==> src/spq_pkg.sv <==
// Shared types and codes for the stable priority queue core.
// Used by the queue store, the top level and the port checker; depends on nothing.
package spq_pkg;

  localparam int TAG_W  = 16;
  localparam int PRIO_W = 2;
  localparam int FILL_W = 5;

  // One stored entry: priority above tag, as held in the slot memory.
  typedef struct packed {
    logic [PRIO_W-1:0] prio;
    logic [TAG_W-1:0]  tag;
  } entry_t;

  typedef enum logic [1:0] {
    STAT_DONE  = 2'd0,
    STAT_FULL  = 2'd1,
    STAT_EMPTY = 2'd2
  } status_t;

  localparam logic CMD_INSERT = 1'b0;
  localparam logic CMD_REMOVE = 1'b1;

endpackage

==> src/spq_store.sv <==
// Ring-addressed slot memory of the stable priority queue core.
// Maps logical slot numbers onto physical addresses from the head pointer; uses spq_pkg.
module spq_store #(
  parameter int QUEUE_DEPTH = 16,
  localparam int PW = (QUEUE_DEPTH > 1) ? $clog2(QUEUE_DEPTH) : 1
) (
  input  logic            clk,
  input  logic [PW-1:0]   head,
  input  logic [PW-1:0]   rd_idx,
  input  logic            wr_en,
  input  logic [PW-1:0]   wr_idx,
  input  spq_pkg::entry_t wr_data,
  output spq_pkg::entry_t rd_data
);

  spq_pkg::entry_t mem [QUEUE_DEPTH];
  spq_pkg::entry_t rd_data_r;
  logic [PW-1:0]   rd_addr;
  logic [PW-1:0]   wr_addr;

  // Logical slot to physical address; the sum stays below twice the depth.
  function automatic logic [PW-1:0] ring_addr(input logic [PW-1:0] base,
                                              input logic [PW-1:0] idx);
    logic [PW:0] sum;
    sum = {1'b0, base} + {1'b0, idx};
    if (sum >= (PW+1)'(QUEUE_DEPTH)) begin
      sum = sum - (PW+1)'(QUEUE_DEPTH);
    end
    return sum[PW-1:0];
  endfunction

  assign rd_addr = ring_addr(head, rd_idx);
  assign wr_addr = ring_addr(head, wr_idx);

  always_ff @(posedge clk) begin
    if (wr_en) begin
      mem[wr_addr] <= wr_data;
    end
  end

  always_ff @(posedge clk) begin
    rd_data_r <= mem[rd_addr];
  end

  assign rd_data = rd_data_r;

endmodule

==> src/stable_priority_queue_core.sv <==
// Top level of the stable priority queue core: handshakes, sequencer and result register.
// Instantiates spq_store; uses spq_pkg.
//
// A bounded priority queue held in sorted order, front first, with first in, first out
// order among entries of equal priority. Each input word is one command: an insert
// (in_tuser low) places the tag and priority from in_tdata behind every stored entry of
// equal or higher priority, and a remove (in_tuser high) takes out the front entry. Each
// command gives exactly one output word carrying the front entry and fill count after the
// command, with a status in out_tuser: done, insert dropped because the queue is full, or
// remove ignored because the queue is empty. The entries live in a single-port-write,
// registered-read slot memory addressed as a ring, so a remove only moves the head
// pointer, then reads the new front before the result goes to the output register. An
// insert walks from the tail towards the front, one compare-and-move per cycle through
// the memory's read port, moving each stored entry of lower priority back one slot, then
// writes the new entry and reads the front. A dropped insert skips the walk and the
// write, and a remove on an empty queue skips the front read too. The input is not ready
// while a command is in progress; it is ready again as soon as the result has gone into
// the output register, even if that word has not yet been taken. The memory needs no
// clearing after reset: only slots below the fill count are ever used.
module stable_priority_queue_core #(
  parameter int QUEUE_DEPTH = 16,
  localparam int PW = (QUEUE_DEPTH > 1) ? $clog2(QUEUE_DEPTH) : 1,
  localparam int CW = $clog2(QUEUE_DEPTH + 1)
) (
  input  logic        clk,
  input  logic        rst_n,
  input  logic        in_tvalid,
  output logic        in_tready,
  input  logic [23:0] in_tdata,  // tag [15:0], priority_req [17:16], zero [23:18]
  input  logic [0:0]  in_tuser,  // cmd [0]
  output logic        out_tvalid,
  input  logic        out_tready,
  output logic [23:0] out_tdata, // front_valid [0], front_tag [16:1],
                                 // front_priority [18:17], fill_count [23:19]
  output logic [1:0]  out_tuser  // status [1:0]
);

  typedef enum logic [4:0] {
    S_IDLE  = 5'b00001,
    S_CMP   = 5'b00010,
    S_WR    = 5'b00100,
    S_FRONT = 5'b01000,
    S_RES   = 5'b10000
  } state_t;

  state_t            state_r, state_nxt;
  logic [PW-1:0]     head_r, head_nxt;
  logic [CW-1:0]     count_r, count_nxt;
  logic [CW-1:0]     k_r, k_nxt;
  spq_pkg::entry_t   new_r, new_nxt;
  spq_pkg::status_t  status_r, status_nxt;
  logic              out_valid_r, out_valid_nxt;
  logic [23:0]       out_data_r, out_data_nxt;
  logic [1:0]        out_user_r, out_user_nxt;

  logic              in_acc;
  logic              res_load;
  logic [CW-1:0]     rd_slot;
  logic [PW-1:0]     rd_idx;
  logic              wr_en;
  logic [PW-1:0]     wr_idx;
  spq_pkg::entry_t   wr_data;
  spq_pkg::entry_t   rd_data;
  spq_pkg::entry_t   front;
  logic [31:0]       count_ext;

  spq_store #(
    .QUEUE_DEPTH(QUEUE_DEPTH)
  ) u_store (
    .clk    (clk),
    .head   (head_r),
    .rd_idx (rd_idx),
    .wr_en  (wr_en),
    .wr_idx (wr_idx),
    .wr_data(wr_data),
    .rd_data(rd_data)
  );

  assign in_tready = (state_r == S_IDLE);
  assign in_acc    = in_tvalid && in_tready;
  assign rd_idx    = rd_slot[PW-1:0];
  assign wr_idx    = k_r[PW-1:0];

  // The output register is free when empty or when its word leaves in this cycle.
  assign res_load  = (state_r == S_RES) && (!out_valid_r || out_tready);

  // An empty queue reports a zero front entry.
  assign front     = (count_r == '0) ? '0 : rd_data;
  assign count_ext = 32'(count_r);

  always_comb begin
    state_nxt  = state_r;
    head_nxt   = head_r;
    count_nxt  = count_r;
    k_nxt      = k_r;
    new_nxt    = new_r;
    status_nxt = status_r;
    wr_en      = 1'b0;
    wr_data    = rd_data;
    // Idle: prefetch the tail slot, which is what an insert compares first.
    rd_slot    = count_r - CW'(1);

    unique case (state_r)
      S_IDLE: begin
        if (in_acc) begin
          new_nxt.tag  = in_tdata[15:0];
          new_nxt.prio = in_tdata[17:16];
          status_nxt   = spq_pkg::STAT_DONE;
          if (in_tuser[0] == spq_pkg::CMD_INSERT) begin
            if (count_r == CW'(QUEUE_DEPTH)) begin
              status_nxt = spq_pkg::STAT_FULL;
              state_nxt  = S_FRONT;
            end else if (count_r == '0) begin
              k_nxt     = '0;
              state_nxt = S_WR;
            end else begin
              k_nxt     = count_r;
              state_nxt = S_CMP;
            end
          end else begin
            if (count_r == '0) begin
              status_nxt = spq_pkg::STAT_EMPTY;
              state_nxt  = S_RES;
            end else begin
              head_nxt  = (head_r == PW'(QUEUE_DEPTH - 1)) ? '0 : head_r + PW'(1);
              count_nxt = count_r - CW'(1);
              state_nxt = S_FRONT;
            end
          end
        end
      end

      S_CMP: begin
        // rd_data holds slot k-1. A lower priority entry moves back into slot k.
        rd_slot = k_r - CW'(2);
        if (rd_data.prio < new_r.prio) begin
          wr_en   = 1'b1;
          wr_data = rd_data;
          k_nxt   = k_r - CW'(1);
          if (k_r == CW'(1)) begin
            state_nxt = S_WR;
          end
        end else begin
          state_nxt = S_WR;
        end
      end

      S_WR: begin
        wr_en     = 1'b1;
        wr_data   = new_r;
        count_nxt = count_r + CW'(1);
        state_nxt = S_FRONT;
      end

      S_FRONT: begin
        rd_slot   = '0;
        state_nxt = S_RES;
      end

      S_RES: begin
        // Keep reading the front so that it stays put while the output is stalled.
        rd_slot = '0;
        if (res_load) begin
          state_nxt = S_IDLE;
        end
      end

      default: begin
        state_nxt = S_IDLE;
      end
    endcase
  end

  always_comb begin
    out_valid_nxt = out_valid_r;
    out_data_nxt  = out_data_r;
    out_user_nxt  = out_user_r;
    if (out_valid_r && out_tready) begin
      out_valid_nxt = 1'b0;
    end
    if (res_load) begin
      out_valid_nxt = 1'b1;
      out_data_nxt  = {count_ext[spq_pkg::FILL_W-1:0], front.prio, front.tag,
                       (count_r != '0)};
      out_user_nxt  = status_r;
    end
  end

  always_ff @(posedge clk) begin
    if (!rst_n) begin
      state_r     <= S_IDLE;
      head_r      <= '0;
      count_r     <= '0;
      out_valid_r <= 1'b0;
    end else begin
      state_r     <= state_nxt;
      head_r      <= head_nxt;
      count_r     <= count_nxt;
      out_valid_r <= out_valid_nxt;
    end
  end

  always_ff @(posedge clk) begin
    k_r        <= k_nxt;
    new_r      <= new_nxt;
    status_r   <= status_nxt;
    out_data_r <= out_data_nxt;
    out_user_r <= out_user_nxt;
  end

  assign out_tvalid = out_valid_r;
  assign out_tdata  = out_data_r;
  assign out_tuser  = out_user_r;

endmodule

==> config.mk <==
export PLATFORM = sky130hd
export DESIGN_NAME = stable_priority_queue_core
export DESIGN_NICKNAME = d
export VERILOG_FILES = /design/src/spq_pkg.sv /design/src/spq_store.sv /design/src/stable_priority_queue_core.sv
export SDC_FILE = /design/constraint.sdc
export NUM_CORES = 1
export LEC_CHECK = 0
export ABC_AREA = 1
export BUFFER_PORTS_ARGS = -buffer_cell sky130_fd_sc_hd__buf_4
export CORE_MARGIN = 4
export CORE_UTILIZATION = 56
export CTS_CLUSTER_SIZE = 24
export DETAILED_ROUTE_END_ITERATION = 10
export PLACE_DENSITY = 0.74
export REMOVE_ABC_BUFFERS = 1
export SLEW_MARGIN = 15
export SYNTH_ARGS = -nofsm -noshare
export SYNTH_HDL_FRONTEND = slang
export SYNTH_SLANG_ARGS = --single-unit
==> constraint.sdc <==
create_clock -name clk -period 2.7 [get_ports clk]
set_input_delay 0.54 -clock clk [delete_from_list [all_inputs] [get_ports clk]]
set_output_delay 0.54 -clock clk [all_outputs]
set_load 0.02 [all_outputs]
Word-level counts from Yosys, hierarchy flattened --
Memory sizes are Yosys's and may differ from the RTL's. A register that Yosys moved wholly into a read port is not among the register bits. Cells that the tools add are included. Widths: inputs -> output; s select.
Word-level totals: register bits after elaboration 66, bits in writable memories 288, output and inout bits 28, logic and storage cells 90, memories kept 1
Memories:
- u_store.mem | depth 16, width 18, read ports 1, clocked after memory_dff 1, write ports 1, RTL line spq_store.sv:16 | spq_pkg::entry_t mem [QUEUE_DEPTH];
Operators by class: add/subtract/negate cells 9, order comparisons 3, equal/unequal tests 16, muxes and demuxes 33, bitwise logic cells 1, reductions and logical operators 16
Operators with widths (count):
- $mux 5 | 14
- $pmux 5 s5 | 1
- $pmux 5 s2 | 2
- $mux 18 | 1
- $mux 4 | 4
- $add 4x4->5 | 2
- $eq 5x1->1 const B | 2
- $eq 5x5->1 const B | 2
- $ge 5x5->1 const B | 2
- $ne 2x2->1 const B | 5
- $sub 5x1->5 const B | 2
- $pmux 4 s2 | 1
- $reduce_and 4->1 | 2
- $sub 4x1->4 const B | 2
- $mux 1 | 6
- $reduce_bool 2->1 | 3
- $add 5x1->5 const B | 1
- $eq 5x2->1 const B | 1
- $eq 5x3->1 const B | 1
- $eq 5x4->1 const B | 1
- $logic_not 5->1 | 1
- $reduce_and 5->1 | 1
- $reduce_bool 5->1 | 1
- $add 4x1->4 const B | 1
- other kinds (15) | 19

Depth between registers and ports, before layout --
word-level depth 6, gate-level depth with buffers 18

Hierarchy --
From an unflattened synthesis, not the netlist that was laid out.
Second synthesis, totals: cells, all modules 1709, area, all modules 16669.7 um2
Modules (own cells, without submodules):
- spq_store | times used 1, cells an instance 1374, area each 13459.2 um2, seq. area each 9008.6 um2
- stable_priority_queue_core | times used 1, cells an instance 335, area each 3210.6 um2, seq. area each 1831.8 um2

Worst setup path before layout --
OpenSTA, ideal clock, no wires.
path kind register -> register, from register state_r[2], to register u_store.rd_data[3] (netlist name), data arrival time 2.569 ns, path slack 0.019 ns, stages on the path, launching flop included 18, buffers on the path 3, clock period less this slack 2.681 ns, cell sequence dfxtp_1 > nor2_4 > nand4_1 > clkbuf_1 > o22ai_1 > ha_1 > inv_1 > fa_1 > buf_2 > inv_2 > clkbuf_1 > nor2_1 > o21ai_0 > nand2_1 > nand2_1 > o21ai_1 > nand3_1 > nand2_1
Between the ends: cells in the longest elaborated chain, start to end 6, elaborated cells between the ends (all ways) 9, those cells by class 2 x add/sub; 1 x order compare; 3 x eq/ne; 2 x mux; 1 x reduce/logical
RTL lines:
- from (decl) | RTL line stable_priority_queue_core.sv:46 | state_t state_r, state_nxt;
- from (signal assigned) | RTL line stable_priority_queue_core.sv:196 | state_r <= state_nxt;
- $eq 5x5->1 / $eq 5x4->1 (equally long branches) | RTL line stable_priority_queue_core.sv:103 | unique case (state_r)
- $reduce_or 2->1 (no line)
- $pmux 4 s2 * | RTL line stable_priority_queue_core.sv:103
- $add 4x4->5 * | RTL line spq_store.sv:25 | sum = {1'b0, base} + {1'b0, idx};
- $sub 4x1->4 / $ge 5x5->1 (equally long branches) | RTL line spq_store.sv:27, spq_store.sv:26
- $mux 4 * | RTL line spq_store.sv:26 | if (sum >= (PW+1)'(QUEUE_DEPTH)) begin
Mark *: on every way between the ends. The rest lies on a longest branch, timed or not. A chain may end at the register's enable or synchronous reset.

Final worst setup path --
from register state_r[4], to register u_store.rd_data[11] (netlist name)
Between the ends: cells in the longest elaborated chain, start to end 6, elaborated cells between the ends (all ways) 9, those cells by class 2 x add/sub; 1 x order compare; 3 x eq/ne; 2 x mux; 1 x reduce/logical
RTL lines (RTL line):
- $eq 5x5->1 / $eq 5x4->1 (equally long branches) | stable_priority_queue_core.sv:103
- $reduce_or 2->1 (no line)
- $pmux 4 s2 * | stable_priority_queue_core.sv:103
- $add 4x4->5 * | spq_store.sv:25
- $sub 4x1->4 / $ge 5x5->1 (equally long branches) | spq_store.sv:27, spq_store.sv:26
- $mux 4 * | spq_store.sv:26
Marks and branches as above.

==> summary.md <==
| Metric | Value |
|---|---|
| Status | `finished, violations left` |
| Failing checks | `setup timing` |
| Final period util | `104%` |
| Asr flop ratio synth | `0%` |
| GRT met1 Usage | `33.2%` |
| Syn Area/Cell | `11.4 um2` |
| Clock insertion delay at the later pin of the skew report | `0.52 ns` |
| Final non-filler cell area | `18,400 um2` |
| Worst-Margin Slew | `0.576 ns` |
| GRT overflow | `0` |
| Layout cells sized above 1 | `18.5%` |
| Setup crit end kind | `register` |
| # DRC | `0` |
| Synth Flop Type | `edfxtp_1` |
| Mapped Area | `15,300 um2` |
| Nets@finish | `1,523` |
| Endpoints failing setup | `15` |
| Post-DP Area | `16,700 um2` |
| CTS sink count | `372` |
| Post-synth EDFFs | `339` |
| Largest net degree at the start of global routing | `83` |
| Chip width | `173 um` |
| CTS buffer count | `38` |
| Vias | `10,600` |
| Wire per inst | `20.6 um` |
| Syn-to-layout area delta | `19.9%` |
| Clk slew on worst S/H paths | `0.06 ns` |
| Hold WC Path Type | `in2reg` |
| Fill cells | `1,830` |
| Syn Inst Count | `1,344` |
| Max-cap violations | `0` |
| Root Buffer | `clkbuf_16` |
| WL final | `38.0 mm` |
| Number of global-route vias before repair | `10,500` |
| # hold bufs at CTS | `0` |
| CP startpoint kind | `register` |
| # H-tree levels | `2` |
| Placed cell count | `1,749` |
| Post-synth top cells | `339 x edfxtp_1, 255 x nor2_1, 217 x nand2_1` |
| Clock Tree Buf Depth | `3` |
| GP Congestion | `0.840` |
| YS warnings | `0` |
| Initial Util | `56.9%` |
| Register area share after synthesis | `70.7%` |
| Most common cell in the synthesized netlist | `edfxtp_1` |
| Relative slew slack | `61.6%` |
| Unique masters post-synth | `36` |
| Full die area | `30,100 um2` |
| Final cell count without fillers | `1,846` |
| Routing usage on met3 | `4.89%` |
| Worst Path Max Fanout | `9` |
| Met2 global-route usage | `41.0%` |
| Vias/cell | `5.76` |
| Depth of the most critical reg-to-reg path | `18` |
| Total GRT Usage | `24.8%` |
| Cell taking the most area after synthesis | `edfxtp_1` |
| Initial antenna violation count | `0` |
| Synthesized flop and latch total | `372` |
| Pre-CTS setup slack | `-0.160 ns` |
| Clock skew | `0.0109 ns` |
| Final setup margin | `-0.121 ns` |
| Global-route wire length before repair | `58.1 mm` |
| FMAX | `354 MHz` |
| Hpwl dp | `20.2 mm` |
| Final ANT Viol Nets | `0` |
| Ant diodes | `0` |
| Worst hold path depth | `1` |
| Min Tclk post-route | `2.82 ns` |
| Top post-synthesis cells by area | `edfxtp_1 66%, nor2_1 6.2%, o21ai_0 5.6%, nand2_1 5.3%, dfxtp_1 4.3%` |
| Die Y | `173 um` |
| Port bufs | `50` |
| Grt peak-use layer | `met2` |
| Critical path class | `reg2reg` |
| CTS tree | `built` |
| I/O pin total | `57` |
| Starting DRT DRC Count | `1,224` |
| Crit path DAT | `3.23 ns` |
| Unrepaired setup endpoints after global routing | `yes` |
| Core area | `27,000 um2` |
| CP Data Required Time | `3.11 ns` |
| FF+latch area | `10,800 um2` |
| Row cnt | `60` |
| Yosys top cell area share | `66.4%` |
| Final Hold Viols | `0` |
| Multi-input logic area | `4050 um2` |
| DR pass1 iterations | `5` |
| Max-slew violation count | `0` |
[repair_timing]
action,in CTS,in global routing
gates resized for setup,52,47
endpoints found under the setup margin,18,19
cloned,6,2
pin swaps,28,31
buffers inserted,25,1
[state kept, by name, summed over array words and instances, names as in the netlist, 4 cells and up]
name             flops
head_r               4
k_r                  5
u_store.rd_data     18
u_store.mem        288
new_r               18
out_tdata           24
state_r              5
count_r              5
[final cells by class]
cell class	instances	area share, %
Sequential cell	372	59.1
Tap cell	341	2.32
Clock inverter	12	0.334
Timing Repair Buffer	158	8.42
Clock buffer	56	5.95
Inverter	89	1.85
Multi-Input combinational cell	818	22.1
[per-layer routing]
metal,up-vias,wire (um)
met4,0,1170
met2,508,18400
met1,5132,15000
li1,4908,-
met5,-,0
met3,86,3490
[cell usage in the layout (no fill, tap or decap), types with 11 or more instances in the layout]
cell	n
buf_12	16
buf_4	126
o21ai_1	53
nand2_1	216
o22ai_1	35
clkbuf_16	43
xor2_1	11
o21ai_0	132
nand3_1	40
inv_1	82
a21oi_1	11
edfxtp_1	339
ha_1	14
clkbuf_1	14
nor2_2	23
dfxtp_1	28
nor2_1	231
[final timing paths]
check,from,to,slack (ns)
min reg2reg,status_r[1],out_tuser[1],0.43
max,state_r[4],u_store.rd_data[11],-0.12
min,in_tdata[9],new_r[9],0.19
max reg2reg,state_r[4],u_store.rd_data[11],-0.12
[cell families after synthesis]
kind of cell / Yosys count / share of synthesized area, %
AO/OA/AOI/OAI: 248 / 8.49
XOR/XNOR: 17 / 0.972
adder cells (fa/ha/maj): 17 / 1.49
buffers and inverters: 154 / 4.19
flip-flops: 372 / 70.7
AND/OR/NAND/NOR: 536 / 14.1
[stage by stage]
stage | utilization [%] | hold WS [ns] | setup TNS (ns)
2_1_floorplan | - | 0.400 | -54.58
3_3_place_gp | 61.8 | 0.402 | -0.541
3_5_place_dp | 61.8 | 0.416 | -1.41
4_1_cts | 67.8 | 0.181 | -0.445
5_1_grt | 68.2 | 0.173 | -3.62
6_report | 68.2 | 0.193 | -0.887
[worst max-delay path: stages, from the launching register on]
cell and delay [ns]:
dfxtp_4 0.36, inv_4 0.05, nand4_1 0.14, buf_4 0.15
nand3_4 0.09, buf_6 0.14, o22ai_4 0.13, inv_2 0.06
fa_2 0.62, buf_6 0.16, buf_12 0.15, buf_4 0.12
nor2_1 0.05, o21ai_1 0.10, nand2_1 0.10, nand2_1 0.08
o21ai_1 0.06, nand3_1 0.09, nand2_1 0.06
Power is left out: the tool's default activity adds up to more than one toggle a clock period on the data nets, which glitch-free logic cannot reach.
